--- src/rtl/pfds_pkg.sv ---
// ----------------------------------------------------------------------------
// pfds_pkg
// Shared constants, word types and address helper for the page framebuffer
// draw and refresh stream block.
// ----------------------------------------------------------------------------
package pfds_pkg;

    localparam int COLUMNS  = 128;
    localparam int PAGES    = 8;

    localparam int ROWS     = 8 * PAGES;
    localparam int PAGE_LEN = COLUMNS + 3;
    localparam int DEPTH    = COLUMNS * PAGES;

    localparam int COL_W    = 8;
    localparam int ADDR_W   = (DEPTH > 1) ? $clog2(DEPTH) : 1;
    localparam int PAGE_W   = (PAGES > 1) ? $clog2(PAGES) : 1;
    localparam int OFF_W    = $clog2(PAGE_LEN);

    // operation codes
    localparam logic [2:0] FUNC_POINT  = 3'd0;
    localparam logic [2:0] FUNC_BYTE   = 3'd1;
    localparam logic [2:0] FUNC_INVERT = 3'd2;
    localparam logic [2:0] FUNC_CLEAR  = 3'd3;
    localparam logic [2:0] FUNC_STREAM = 3'd4;

    // refresh command bytes
    localparam logic [7:0] CMD_PAGE_BASE = 8'hb0;
    localparam logic [7:0] CMD_COL_LO    = 8'h00;
    localparam logic [7:0] CMD_COL_HI    = 8'h10;

    typedef struct packed {
        logic [2:0] func;
        logic [7:0] x_column;
        logic [7:0] y_row;
        logic       pixel_on;
        logic [7:0] data_byte;
        logic [2:0] row_page;
        logic [7:0] span_length;
    } pfds_in_t;

    typedef struct packed {
        logic       is_data;
        logic [7:0] out_byte;
        logic       frame_last;
    } pfds_out_t;

    typedef struct packed {
        logic      push;
        pfds_out_t word;
    } pfds_push_t;

    // store index: column-major, PAGES bytes per column
    function automatic logic [ADDR_W-1:0] addr_of(input logic [COL_W-1:0] col,
                                                   input logic [PAGE_W-1:0] page);
        return ADDR_W'(int'(col) * PAGES + int'(page));
    endfunction

endpackage

--- src/rtl/pfds_ctrl.sv ---
// ----------------------------------------------------------------------------
// pfds_ctrl
// Operation sequencer: decodes input words, runs read-modify-write passes and
// clearing sweeps on the frame store, and walks the refresh frame position.
// ----------------------------------------------------------------------------
module pfds_ctrl
    import pfds_pkg::*;
(
    input  logic              aclk,
    input  logic              aresetn,
    input  logic              s_valid,
    output logic              s_ready,
    input  pfds_in_t          s_data,
    input  logic              out_free,
    output pfds_push_t        push,
    output logic              ram_re,
    output logic [ADDR_W-1:0] ram_raddr,
    output logic              ram_we,
    output logic [ADDR_W-1:0] ram_waddr,
    output logic [7:0]        ram_wdata,
    input  logic [7:0]        ram_rdata
);

    typedef enum logic [2:0] {
        S_CLEAR,
        S_IDLE,
        S_READ,
        S_WRITE,
        S_STREAM
    } state_t;

    state_t              state_reg;
    logic [ADDR_W-1:0]   clr_cnt_reg;
    logic [ADDR_W-1:0]   addr_reg;
    logic [ADDR_W-1:0]   addr2_reg;
    logic [7:0]          operand_reg;
    logic [7:0]          operand2_reg;
    logic                invert_reg;
    logic                second_reg;
    logic [COL_W-1:0]    col_reg;
    logic [COL_W-1:0]    end_col_reg;
    logic [PAGE_W-1:0]   page_cnt_reg;
    logic [OFF_W-1:0]    off_reg;
    logic                last_reg;

    logic                accept;
    logic                x_ok;
    logic                y_ok;
    logic                line_ok;
    logic [PAGE_W-1:0]   y_page;
    logic [PAGE_W-1:0]   line_page;
    logic [7:0]          dat_eff;
    logic [15:0]         dat_split;
    logic [8:0]          span_sum;
    logic [COL_W-1:0]    span_end;
    logic [ADDR_W-1:0]   stream_addr;
    logic                stream_cmd;
    logic                stream_last;
    logic [7:0]          cmd_byte;

    // decode
    always_comb begin
        x_ok        = {1'b0, s_data.x_column} < 9'(COLUMNS);
        y_ok        = {1'b0, s_data.y_row} < 9'(ROWS);
        line_ok     = {2'b00, s_data.row_page} < 5'(PAGES);
        y_page      = PAGE_W'(PAGES - 1 - int'(s_data.y_row[7:3]));
        line_page   = PAGE_W'(PAGES - 1 - int'(s_data.row_page));
        dat_eff     = s_data.pixel_on ? s_data.data_byte : ~s_data.data_byte;
        // upper byte goes to this page, spill goes to the page below
        dat_split   = {dat_eff, 8'h00} >> s_data.y_row[2:0];
        span_sum    = {1'b0, s_data.x_column} + {1'b0, s_data.span_length};
        span_end    = (span_sum >= 9'(COLUMNS)) ? COL_W'(COLUMNS - 1)
                                                : COL_W'(span_sum - 9'd1);
        stream_addr = addr_of(COL_W'(off_reg - OFF_W'(3)), page_cnt_reg);
        stream_cmd  = off_reg < OFF_W'(3);
        stream_last = (page_cnt_reg == PAGE_W'(PAGES - 1))
                   && (off_reg == OFF_W'(PAGE_LEN - 1));
        case (off_reg[1:0])
            2'd0:    cmd_byte = CMD_PAGE_BASE + 8'(page_cnt_reg);
            2'd1:    cmd_byte = CMD_COL_LO;
            default: cmd_byte = CMD_COL_HI;
        endcase
    end

    always_comb begin
        s_ready   = (state_reg == S_IDLE) && (out_free || s_data.func != FUNC_STREAM);
        accept    = s_valid && s_ready;
        ram_re    = 1'b0;
        ram_raddr = addr_reg;
        ram_we    = 1'b0;
        ram_waddr = addr_reg;
        ram_wdata = 8'h00;
        push      = '0;
        case (state_reg)
            S_CLEAR: begin
                ram_we    = 1'b1;
                ram_waddr = clr_cnt_reg;
            end
            S_IDLE: begin
                ram_re = accept;
                case (s_data.func)
                    FUNC_STREAM: ram_raddr = stream_addr;
                    FUNC_INVERT: ram_raddr = addr_of(s_data.x_column, line_page);
                    default:     ram_raddr = addr_of(s_data.x_column, y_page);
                endcase
                if (accept && s_data.func == FUNC_STREAM && stream_cmd) begin
                    push.push            = 1'b1;
                    push.word.is_data    = 1'b0;
                    push.word.out_byte   = cmd_byte;
                    push.word.frame_last = stream_last;
                end
            end
            S_READ: begin
                ram_re = 1'b1;
            end
            S_WRITE: begin
                ram_we    = 1'b1;
                ram_wdata = invert_reg ? ~ram_rdata : (ram_rdata | operand_reg);
            end
            S_STREAM: begin
                push.push            = 1'b1;
                push.word.is_data    = 1'b1;
                push.word.out_byte   = ram_rdata;
                push.word.frame_last = last_reg;
            end
            default: ;
        endcase
    end

    always_ff @(posedge aclk) begin
        if (!aresetn) begin
            state_reg    <= S_CLEAR;
            clr_cnt_reg  <= '0;
            page_cnt_reg <= '0;
            off_reg      <= '0;
            second_reg   <= 1'b0;
            invert_reg   <= 1'b0;
        end else begin
            case (state_reg)
                S_CLEAR: begin
                    if (clr_cnt_reg == ADDR_W'(DEPTH - 1)) begin
                        state_reg <= S_IDLE;
                    end else begin
                        clr_cnt_reg <= clr_cnt_reg + 1'b1;
                    end
                end
                S_IDLE: begin
                    if (accept) begin
                        case (s_data.func)
                            FUNC_POINT: begin
                                if (x_ok && y_ok && s_data.pixel_on) begin
                                    addr_reg    <= addr_of(s_data.x_column, y_page);
                                    operand_reg <= 8'h80 >> s_data.y_row[2:0];
                                    invert_reg  <= 1'b0;
                                    second_reg  <= 1'b0;
                                    state_reg   <= S_WRITE;
                                end
                            end
                            FUNC_BYTE: begin
                                if (x_ok && y_ok) begin
                                    addr_reg     <= addr_of(s_data.x_column, y_page);
                                    operand_reg  <= dat_split[15:8];
                                    addr2_reg    <= addr_of(s_data.x_column,
                                                            y_page - 1'b1);
                                    operand2_reg <= dat_split[7:0];
                                    second_reg   <= (s_data.y_row[2:0] != 3'd0)
                                                 && (y_page != '0);
                                    invert_reg   <= 1'b0;
                                    state_reg    <= S_WRITE;
                                end
                            end
                            FUNC_INVERT: begin
                                if (line_ok && x_ok && s_data.span_length != 8'd0) begin
                                    addr_reg    <= addr_of(s_data.x_column, line_page);
                                    col_reg     <= s_data.x_column;
                                    end_col_reg <= span_end;
                                    invert_reg  <= 1'b1;
                                    second_reg  <= 1'b0;
                                    state_reg   <= S_WRITE;
                                end
                            end
                            FUNC_CLEAR: begin
                                clr_cnt_reg <= '0;
                                state_reg   <= S_CLEAR;
                            end
                            FUNC_STREAM: begin
                                last_reg <= stream_last;
                                if (off_reg == OFF_W'(PAGE_LEN - 1)) begin
                                    off_reg      <= '0;
                                    page_cnt_reg <= stream_last ? '0
                                                                : page_cnt_reg + 1'b1;
                                end else begin
                                    off_reg <= off_reg + 1'b1;
                                end
                                if (!stream_cmd) begin
                                    state_reg <= S_STREAM;
                                end
                            end
                            default: ;
                        endcase
                    end
                end
                S_READ: begin
                    state_reg <= S_WRITE;
                end
                S_WRITE: begin
                    if (second_reg) begin
                        addr_reg    <= addr2_reg;
                        operand_reg <= operand2_reg;
                        second_reg  <= 1'b0;
                        state_reg   <= S_READ;
                    end else if (invert_reg && col_reg != end_col_reg) begin
                        col_reg   <= col_reg + 1'b1;
                        addr_reg  <= addr_reg + ADDR_W'(PAGES);
                        state_reg <= S_READ;
                    end else begin
                        state_reg <= S_IDLE;
                    end
                end
                S_STREAM: begin
                    state_reg <= S_IDLE;
                end
                default: begin
                    state_reg <= S_IDLE;
                end
            endcase
        end
    end

    a_we_state: assert property (@(posedge aclk) disable iff (!aresetn)
        ram_we |-> (state_reg == S_WRITE || state_reg == S_CLEAR))
        else $error("store written outside a write or clear phase");

    a_push_free: assert property (@(posedge aclk) disable iff (!aresetn)
        push.push |-> out_free)
        else $error("result word pushed into a full output register");

    a_frame_wrap: assert property (@(posedge aclk) disable iff (!aresetn)
        (push.push && push.word.frame_last) |=> (off_reg == '0 && page_cnt_reg == '0))
        else $error("frame position did not wrap after the last word");

    a_stream_entry: assert property (@(posedge aclk) disable iff (!aresetn)
        (state_reg == S_STREAM) |-> $past(accept))
        else $error("data fetch phase without an accepted stream word");

endmodule
--- config.mk ---
export PLATFORM = sky130hd
export DESIGN_NAME = pfds_ctrl
export DESIGN_NICKNAME = d
export VERILOG_FILES = /design/src/rtl/pfds_pkg.sv /design/src/rtl/pfds_ctrl.sv
export SDC_FILE = /design/constraint.sdc
export NUM_CORES = 1
export LEC_CHECK = 0
export ABC_AREA = 1
export ABC_CLOCK_PERIOD_IN_PS = 5000
export BUFFER_PORTS_ARGS = -buffer_cell sky130_fd_sc_hd__buf_2
export CORE_UTILIZATION = 40
export DETAILED_ROUTE_END_ITERATION = 8
export PLACE_DENSITY = 0.59
export REMOVE_ABC_BUFFERS = 1
export SLEW_MARGIN = 20
export SYNTH_ARGS = -nofsm -noshare
export SYNTH_HDL_FRONTEND = slang
export SYNTH_SLANG_ARGS = --single-unit
export TNS_END_PERCENT = 50
--- constraint.sdc ---
create_clock -name aclk -period 5 [get_ports aclk]
set_input_delay 0.25 -clock aclk [delete_from_list [all_inputs] [get_ports aclk]]
set_output_delay 0.25 -clock aclk [all_outputs]
set_load 0.05 [all_outputs]
==> results.py, run 1 <==
metrics = {
    "clock_tree": {
        "resized_after_cts": 0,
        "max-clock-path-buffers": 2,
        "clk_root_buffer_cell": "clkbuf_16",
        "cts_buffer_count": 9,
        "tritoncts": "done",
        "cts_post_setup_buffers_inserted": 0,
        "clock_latency_ps": 340,
        "cts_htree_levels": 3,
        "cts_hold_buffers": 0,
        "cts_num_sinks": 78,
        "cts.clk_slew.worst_paths_ps": 60,
    },
    "critical_path": {
        "endpoint_of_the_worst_register_to_register_path": "addr_reg[9]",
        "cp-endpoint": "addr_reg[9]",
        "timing.critical_path.from_type": "flip-flop",
        "r2r-start": "state_reg[2]",
        "critical_path.startpoint": "state_reg[2]",
        "crit_required_ps": 4960,
        "path_class": "reg2reg",
        "reg2reg_setup_slack_ps": 2380,
        "arrival_ps": 2580,
        "endpoint_kind_of_the_worst_setup_timing_path": "flip-flop",
        "count_of_cells_along_the_worst_register_to_register_path": 7,
        "critical_path_peak_fanout": 33,
    },
    "outcome": {
        "outcome": "completed",
    },
    "power_and_ir_drop": {
        "share_comb_of_total_power_pct": 13.3,
        "p_int_w": 0.00111,
        "cellPowerDensity_mw_per_mm2": 226,
        "final_power_w": 0.00148,
        "sequentialPowerShare_pct": 46.8,
        "portion_of_total_power_attributed_to_the_clock_network_pct": 39.9,
        "switching_share_pct": 25.4,
        "peakVddDrop_mv": 0.190,
        "static-leakage-power_nw": 2.86,
        "power_switching_w": 0.000377,
    },
    "synth": {
        "post_synth_inst_count": 795,
        "synth_area_per_cell_um2": 7.18,
        "synth_common_cells": "nand2_1, nor2_1, inv_1",
        "synthDominantCellAreaShare_pct": 27.3,
        "post_synth_xor_area_fraction_pct": 4.60,
        "synthesized_area_fraction_occupied_by_and_or_nand_nor_cells_pct": 31.7,
        "yosys.area_share.adder_pct": 5.17,
        "synth_edf_count": 52,
        "ys_types": 50,
        "main_combinational_cell_family_by_area_after_synthesis": "simple AND/OR/NAND/NOR gates",
        "ff_latch_count_synth": 78,
        "yosysTopAreaCell": "edfxtp_1",
        "synthMostInstantiatedCell": "nand2_1",
        "synth_async_sr_flop_share_pct": 0,
        "synth.yosys.seq_area_share_pct": 36.5,
        "biggest_area_contributors_in_the_synthesized_netlist": "edfxtp_1, nand2_1, dfxtp_1",
        "synth.area.mux_share_pct": 0,
        "yosys_warnings": 0,
        "synth_compound_area_share_pct": 14.1,
        "synth.cell_area_mm2": 0.00571,
        "postSynth.topFlopCell": "edfxtp_1",
    },
    "layout": {
        "postLayoutCellArea_mm2": 0.00658,
        "num-fill-cells": 1462,
        "syn_to_final_growth_pct": 15.2,
        "finalNetCount": 951,
        "post-route-util_pct": 47.4,
        "number_of_antenna_cells_inserted": 0,
        "post_route_cells_drive_above_1_share_pct": 15.7,
    },
    "detailed_routing": {
        "viasPerCell": 5.15,
        "postRouteAntennaNets": 0,
        "dr_total_vias": 5468,
        "post_drt_wl_per_cell_um": 14.9,
        "detailed_route_wire_length_mm": 15.8,
        "number_of_drc_violations_after_detailed_routing": 0,
        "drt-pass1-iter-count": 6,
        "drt_first_iter_violations": 387,
    },
    "floorplan": {
        "initial_core_util_pct": 41.1,
        "io_pins": 93,
        "floorplan.die_area_mm2": 0.0148,
        "rows": 43,
        "die_w_um": 121,
        "chipHeight_um": 121,
        "coreArea_mm2": 0.0139,
    },
    "place": {
        "dpl.hpwl_mm": 12.4,
        "io_buffer_count": 92,
        "gp_congestion": 0.892,
        "post_dp_cell_area_mm2": 0.00630,
    },
    "sta": {
        "fin_skew_ps": 7.00,
        "setup_viol": 0,
        "final-hold-violation-count": 0,
        "fmax_ghz": 0.381,
        "timing_worst_slew_pin_value_ps": 1010,
        "finalCriticalPeriod_ps": 2620,
        "rsz_0062_raised_after_global_routing": "false",
        "maxSlewViolCount": 0,
        "final.setup.tns_ps": 0,
        "post_route_fraction_of_the_period_consumed_by_the_critical_path_pct": 52.4,
        "slew_headroom_pct": 32.4,
        "hold_ws_ps": 143,
    },
    "min_path": {
        "worstHoldPathCells": 1,
        "holdCritStartpoint": "s_data[23]",
        "min-delay-path-class": "in2reg",
    },
    "global_route": {
        "grt_antenna_before_repair": 0,
        "grt_start_max_net_pins": 34,
        "grt_pass1_wl_mm": 25.0,
        "via_count_of_the_first_global_routing_pass": 4793,
        "grt_overflow": 0,
        "track_usage_pct": 22.2,
    },
    "run": {
        "max-cap-violations": 0,
    },
}
[kinds of logic (layout without fill, tap and decap cells)]
kind of cell    after synthesis  in the layout
compound gates              141            141
fa+ha+maj                    23             23
xor+xnor                     30             30
flops                        78             78
buf+inv                     115            201
simple gates                408            408
[power by group through the flow]
stage	registers (W)	clock network, W	logic, W
finish	0.000695	0.000593	0.000197
global route	0.000694	0.000632	0.000224
CTS	0.000695	0.000603	0.000197
detailed placement	0.000708	0	0.000197
global placement	0.000708	0	0.000196
floorplan	0.000707	0	0.000126
[critical path, cell delays in order (launching register included)]
cell and delay, ps:
dfxtp_1 330, inv_2 90, nand2_4 90, nor2_8 370, nand3_4 180, nand2_2 170
nand3_1 140, nor3b_1 860
[through the flow]
| step | setup slack, ps | cells |
|---|---|---|
| floorplan | 1830 | 772 |
| global placement | 2430 | 1046 |
| detailed placement | 2360 | 1046 |
| CTS | 2360 | 1061 |
| global route | 2160 | 1061 |
| finish | 2380 | 1061 |
[how the worst min path moves through the flow]
stage,end
2_1_floorplan,addr2_reg[0]
3_3_place_gp,addr2_reg[4]
3_5_place_dp,addr2_reg[0]
4_1_cts,addr2_reg[0]
5_1_grt,addr2_reg[4]
6_report,addr2_reg[0]
[cells in the final DEF (no fill, tap or decap), types with 2 or more instances in the layout]
cell and instances:
nand4_1 9, buf_4 2, a22o_1 3, nand2_1 201
or2_2 8, a31oi_1 3, inv_1 84, o211ai_1 13
a211oi_1 8, xor2_1 17, clkinv_1 4, nor2_1 87
o21ai_1 3, nor3_1 21, xnor2_1 13, nor3_2 2
ha_1 22, nor2_2 2, dfxtp_1 26, o22a_1 2
edfxtp_1 52, nand3b_1 5, a21oi_1 42, inv_2 5
nand2_2 4, o21ai_0 59, nand3_1 56, clkbuf_16 9
buf_2 92, nand3_2 2
[cell type report]
class                      instances  area (µm²)  area share (%)
multi-input combinational        602        3180            48.4
sequential                        78        2080            31.7
timing repair buffer              94         475            7.23
inverter                          92         345            5.25
clock buffer                      11         243            3.69
tap                              180         225            3.42
clock inverter                     4        25.0           0.380
[layer usage]
metal | wire, µm | vias to the layer above | part of all wire (%) | track usage, %
met5 | 0 | - | 0 | 0
met4 | 149 | 0 | 0.95 | 5.86
met3 | 768 | 10 | 4.9 | 3.48
met2 | 6950 | 156 | 44 | 33.6
met1 | 7890 | 2482 | 50 | 32.6
li1 | - | 2820 | - | -
Power figures use the tool's default switching activity.
==> run 2, diff against run 1 <==
--- a/config.mk
+++ b/config.mk
@@ -6,11 +6,11 @@
 export NUM_CORES = 1
 export LEC_CHECK = 0
 export ABC_AREA = 1
-export ABC_CLOCK_PERIOD_IN_PS = 5000
+export ABC_CLOCK_PERIOD_IN_PS = 2100
 export BUFFER_PORTS_ARGS = -buffer_cell sky130_fd_sc_hd__buf_2
 export CORE_UTILIZATION = 40
 export DETAILED_ROUTE_END_ITERATION = 8
-export PLACE_DENSITY = 0.59
+export PLACE_DENSITY = 0.61
 export REMOVE_ABC_BUFFERS = 1
 export SLEW_MARGIN = 20
 export SYNTH_ARGS = -nofsm -noshare
==> constraint.sdc (replaced) <==
create_clock -name aclk -period 2.1 [get_ports aclk]
set_input_delay 0.105 -clock aclk [delete_from_list [all_inputs] [get_ports aclk]]
set_output_delay 0.105 -clock aclk [all_outputs]
set_load 0.05 [all_outputs]
==> run 2 against run 1 <==
Against the previous run: first-iteration DRC count up 13%; power rose by 140%; count of clock-buffer cells in the layout did not move; routed wire length increased by 0.13%; worst setup slack got worse by 2300 ps; largest cell class unchanged; critical path depth up 1; via count up 2.5%; non-clock buffer count is 28 higher; hold slack lost 110 ps.
==> results.py, run 2 (synthesized netlist as in run 1, its figures left out) <==
metrics = {
    "place": {
        "dpl.hpwl_mm": 12.5,
        "io_buffer_count": 92,
        "gp_congestion": 0.938,
    },
    "critical_path": {
        "endpoint_kind_of_the_worst_setup_timing_path": "output port",
        "critical_path_peak_fanout": 5,
        "arrival_ps": 1930,
        "critical_path.cell_chain": "ha_1 > nand2_1 > inv_1 > nor2_1 > nand2_1 > inv_1 > o21ai_0 > buf_4",
        "slowest_stage": "dfxtp_1",
        "timing.critical_path.from_type": "flip-flop",
        "path_class": "reg2out",
        "crit_required_ps": 2000,
        "count_of_cells_along_the_worst_register_to_register_path": 9,
        "critPathMaxStageDelay_ps": 390,
    },
    "detailed_routing": {
        "dr_total_vias": 5606,
        "drt-pass1-iter-count": 7,
        "drt_first_iter_violations": 439,
        "viasPerCell": 5.14,
        "detailed_route_wire_length_mm": 15.8,
        "number_of_drc_violations_after_detailed_routing": 0,
        "post_drt_wl_per_cell_um": 14.5,
        "postRouteAntennaNets": 0,
    },
    "floorplan": {
        "coreArea_mm2": 0.0139,
        "die_w_um": 121,
        "io_pins": 93,
        "chipHeight_um": 121,
        "rows": 43,
        "floorplan.die_area_mm2": 0.0148,
        "initial_core_util_pct": 41.1,
    },
    "global_route": {
        "busiest_layer": "met2",
        "gr-usage-met1_pct": 31.5,
        "grt_start_max_net_pins": 20,
        "grt_antenna_before_repair": 0,
        "grt_pass1_wl_mm": 25.0,
        "gr-usage-met2_pct": 34.6,
        "via_count_of_the_first_global_routing_pass": 4948,
        "global_route.usage.met3_pct": 4.37,
        "track_usage_pct": 22.1,
        "grt_overflow": 0,
    },
    "clock_tree": {
        "cts_num_sinks": 78,
        "clock_latency_ps": 340,
        "max-clock-path-buffers": 2,
        "cts_htree_levels": 3,
        "tritoncts": "done",
        "cts.clk_slew.worst_paths_ps": 60,
        "cts_buffer_count": 9,
        "clk_root_buffer_cell": "clkbuf_16",
    },
    "min_path": {
        "worstHoldPathCells": 1,
        "min-delay-path-class": "in2reg",
    },
    "layout": {
        "syn_to_final_growth_pct": 19.5,
        "final_cell_mix": "nand2_1, nor2_1, inv_1",
        "finalNetCount": 979,
        "number_of_antenna_cells_inserted": 0,
        "post-route-util_pct": 49.2,
        "post_route_cells_drive_above_1_share_pct": 18.2,
        "layout.cells.most_common": "nand2_1",
        "num-fill-cells": 1452,
    },
    "sta": {
        "final.setup.tns_ps": 0,
        "post_route_fraction_of_the_period_consumed_by_the_critical_path_pct": 96.9,
        "finalCriticalPeriod_ps": 2040,
        "maxSlewViolCount": 0,
        "fin_skew_ps": 4.01,
        "final-hold-violation-count": 0,
        "slew_headroom_pct": 67.0,
        "rsz_0062_raised_after_global_routing": "false",
        "timing_worst_slew_pin_value_ps": 494,
        "fmax_ghz": 0.491,
        "setup_viol": 0,
    },
    "power_and_ir_drop": {
        "static-leakage-power_nw": 3.01,
        "cellPowerDensity_mw_per_mm2": 526,
        "peakVddDrop_mv": 0.358,
    },
    "run": {
        "max-cap-violations": 0,
    },
    "outcome": {
        "outcome": "completed",
    },
}
-- run 2: area by class of cell --
class	instances	area, µm²	area share, %
repair buffers	122	716	10.5
clock buffers	11	243	3.56
clock inverters	5	33.8	0.495
inverters	92	345	5.06
multi-input cells	602	3180	46.6
well taps	180	225	3.30
flip-flops and latches	78	2080	30.5
-- run 2: where the power goes --
group | internal (W) | switching (W)
Clock | 0.000833 | 0.000636
Combinational | 0.000174 | 0.000294
Sequential | 0.00165 | 0.00000632
-- run 2: path summary, 6_finish.rpt --
path / startpoint / to / slack (ps)
max: off_reg[1] / ram_raddr[5] / 60
max reg2reg: state_reg[2] / addr_reg[8] / 130
min: s_data[29] / addr2_reg[4] / 30
min reg2reg: clr_cnt_reg[1] / clr_cnt_reg[1] / 500
-- run 2: worst max-delay path, delay by kind of cell, from the launching register on --
kind | cells | cell delay [ps]
AO/OA/AOI/OAI | 1 | 320
AND/OR/NAND/NOR | 3 | 220
adder cells (fa/ha/maj) | 1 | 230
buffers and inverters | 3 | 430
flip-flops | 1 | 390
-- run 2: metrics by stage --
step | cell area, µm² | worst slack [ps] | total power [W] | hold WS, ps | std cells
floorplan | 5600 | -1070 | 0.00198 | 204 | 772
global placement | 6450 | 145 | 0.00215 | 336 | 1066
detailed placement | 6450 | 66.0 | 0.00215 | 351 | 1066
CTS | 6790 | 36.4 | 0.00362 | 26.7 | 1088
global route | 6820 | 3.98 | 0.00373 | 30.4 | 1090
finish | 6820 | 64.3 | 0.00359 | 28.3 | 1090
-- run 2: routing by layer --
| metal | up-vias | share of wire (%) |
|---|---|---|
| met3 | 12 | 4.7 |
| met1 | 2575 | 49 |
| li1 | 2875 | - |
| met5 | - | 0 |
| met4 | 0 | 0.82 |
| met2 | 144 | 46 |
-- run 2: timing repair --
item	in CTS	in global routing
setup buffers	4	2
hold buffers	2	0
resized for setup	7	8
setup endpoints to repair	9	13
pin swaps	1	1
endpoints found under the hold margin	2	0
==> run 3, diff against run 2 <==
--- a/config.mk
+++ b/config.mk
@@ -9,6 +9,7 @@
 export ABC_CLOCK_PERIOD_IN_PS = 2100
 export BUFFER_PORTS_ARGS = -buffer_cell sky130_fd_sc_hd__buf_2
 export CORE_UTILIZATION = 40
+export CTS_BUF_LIST = sky130_fd_sc_hd__clkbuf_2 sky130_fd_sc_hd__clkbuf_4 sky130_fd_sc_hd__clkbuf_8
 export DETAILED_ROUTE_END_ITERATION = 8
 export PLACE_DENSITY = 0.61
 export REMOVE_ABC_BUFFERS = 1
==> run 3 against run 2 <==
Against the previous run: global-route usage is 0.051 points lower; power is 12% lower; hold slack worse by 18 ps; critical path type unchanged; die area stayed put; maximum frequency hardly changed; critical endpoint unchanged; via count hardly changed; sequential power hardly changed; combinational power hardly changed; final cell count is 0.18% higher; flip-flop and latch count stayed put; sequential share of layout area is 0.33 points higher; count of clock-buffer cells in the layout stayed put.
==> results.py, run 3 (synthesized netlist as in run 1, its figures left out) <==
metrics = {
    "outcome": {
        "outcome": "completed",
    },
    "detailed_routing": {
        "viasPerCell": 5.14,
        "wl_met2_mm": 7.24,
        "drt_first_iter_violations": 444,
        "wl_met1_mm": 7.52,
        "top_layer": "met4",
        "wl_met3_um": 799,
        "postRouteAntennaNets": 0,
        "drt-pass1-iter-count": 7,
        "dr_total_vias": 5611,
        "number_of_drc_violations_after_detailed_routing": 0,
        "post_drt_wl_per_cell_um": 14.4,
        "detailed_route_wire_length_mm": 15.7,
    },
    "global_route": {
        "grt_overflow": 0,
        "grt_antenna_before_repair": 0,
        "grt_pass1_wl_mm": 25.0,
        "grt_start_max_net_pins": 20,
        "track_usage_pct": 22.1,
        "via_count_of_the_first_global_routing_pass": 4925,
    },
    "place": {
        "preCtsSetupSlack_ps": 66.0,
        "io_buffer_count": 92,
        "gp_congestion": 0.938,
        "dpl.hpwl_mm": 12.5,
    },
    "layout": {
        "final_cell_mix": "nand2_1, nor2_1, inv_1",
        "layout.cells.most_common": "nand2_1",
        "finalNetCount": 981,
        "sequential_area_mm2": 0.00208,
        "num-fill-cells": 1457,
        "multiInputGateArea_mm2": 0.00318,
        "number_of_antenna_cells_inserted": 0,
        "syn_to_final_growth_pct": 18.2,
        "post_route_cells_drive_above_1_share_pct": 18.8,
    },
    "sta": {
        "rsz_0062_raised_after_global_routing": "true",
        "final-hold-violation-count": 0,
        "fmax_ghz": 0.491,
        "post-route-worst-setup-slack_ps": 64.4,
        "setup_viol": 0,
        "final.setup.tns_ps": 0,
        "post_route_fraction_of_the_period_consumed_by_the_critical_path_pct": 96.9,
        "slew_headroom_pct": 68.1,
        "hold_ws_ps": 10.5,
        "timing_worst_slew_pin_value_ps": 477,
        "maxSlewViolCount": 0,
        "finalCriticalPeriod_ps": 2040,
        "fin_skew_ps": 10.9,
    },
    "floorplan": {
        "initial_core_util_pct": 41.1,
        "rows": 43,
        "coreArea_mm2": 0.0139,
        "io_pins": 93,
        "chipHeight_um": 121,
        "floorplan.die_area_mm2": 0.0148,
        "die_w_um": 121,
    },
    "clock_tree": {
        "cts_buffer_count": 9,
        "cts_htree_levels": 3,
        "cts.clk_slew.worst_paths_ps": 80,
        "cts_num_sinks": 78,
        "clk_root_buffer_cell": "clkbuf_8",
        "tritoncts": "done",
        "clock_latency_ps": 370,
        "max-clock-path-buffers": 2,
    },
    "power_and_ir_drop": {
        "static-leakage-power_nw": 2.98,
        "cellPowerDensity_mw_per_mm2": 470,
        "peakVddDrop_mv": 0.324,
    },
    "critical_path": {
        "arrival_ps": 1930,
        "path_class": "reg2out",
        "endpoint_kind_of_the_worst_setup_timing_path": "output port",
        "critical_path_peak_fanout": 5,
        "crit_required_ps": 2000,
        "timing.critical_path.from_type": "flip-flop",
    },
    "min_path": {
        "min-delay-path-class": "in2reg",
    },
    "run": {
        "max-cap-violations": 0,
    },
}
-- run 3: cell count changes in the layout (fill, tap and decap cells not counted), moves of 2 or more --
cell / before / now
o21ai_1: 5 / 7
dlygate4sd3_1: 2 / 4
clkbuf_16: 9 / 0
o21ai_0: 57 / 55
clkbuf_8: 1 / 10
buf_4: 35 / 37
-- run 3: timing repair --
action                                 in CTS  in global routing
gates resized for setup                     7                 17
endpoints found under the hold margin       4                  0
hold buffers                                4                  0
setup endpoints to repair                   9                 17
gates cloned                                0                  0
pin swaps                                   1                  1
buffers inserted                            4                  2
-- run 3: per-stage QoR --
stage / power, W / utilization, % / instance area, µm² / cells
final: 0.00317 / 48.7 / 6750 / 1092
after global routing: 0.00332 / 48.7 / 6750 / 1092
after CTS: 0.00321 / 48.4 / 6720 / 1090
after detailed placement: 0.00215 / 46.5 / 6450 / 1066
after global placement: 0.00215 / 46.5 / 6450 / 1066
after floorplan: 0.00198 / - / 5600 / 772
-- run 3: layer usage --
metal  up-vias  track usage (%)
li1       2881                -
met1      2558             31.5
met2       160             34.5
met3        12             4.23
met4         0             4.55
met5         -                0
-- run 3: layout make-up --
cell class / instances / area share (%)
clock inverter: 5 / 0.500
tap: 180 / 3.33
timing repair buffer: 124 / 10.9
clock buffer: 11 / 2.15
inverter: 92 / 5.11
multi-input combinational: 602 / 47.1
sequential: 78 / 30.9
-- run 3: power by group --
group | leakage [nW] | switching [W] | internal (W) | total (W)
sequential | 0.686 | 0.00000633 | 0.00164 | 0.00165
clock | 0.0891 | 0.000578 | 0.000475 | 0.00105
combinational | 2.20 | 0.000294 | 0.000177 | 0.000470
total | 2.98 | 0.000878 | 0.00230 | 0.00317
-- run 3: path summary, 6_finish.rpt --
kind	start	end	slack (ps)	cells past startpoint
min	s_data[32]	addr2_reg[7]	10	1
max reg2reg	state_reg[2]	addr_reg[8]	140	9
min reg2reg	clr_cnt_reg[1]	clr_cnt_reg[1]	510	2
max	off_reg[1]	ram_raddr[5]	60	8
-- run 3: worst max-delay path: stages (launching register included) --
cell     delay (ps)
dfxtp_1         400
ha_2            230
nand2_1         100
inv_1            90
nor2_1           50
nand2_1          60
inv_1            60
o21ai_0         300
buf_4           270
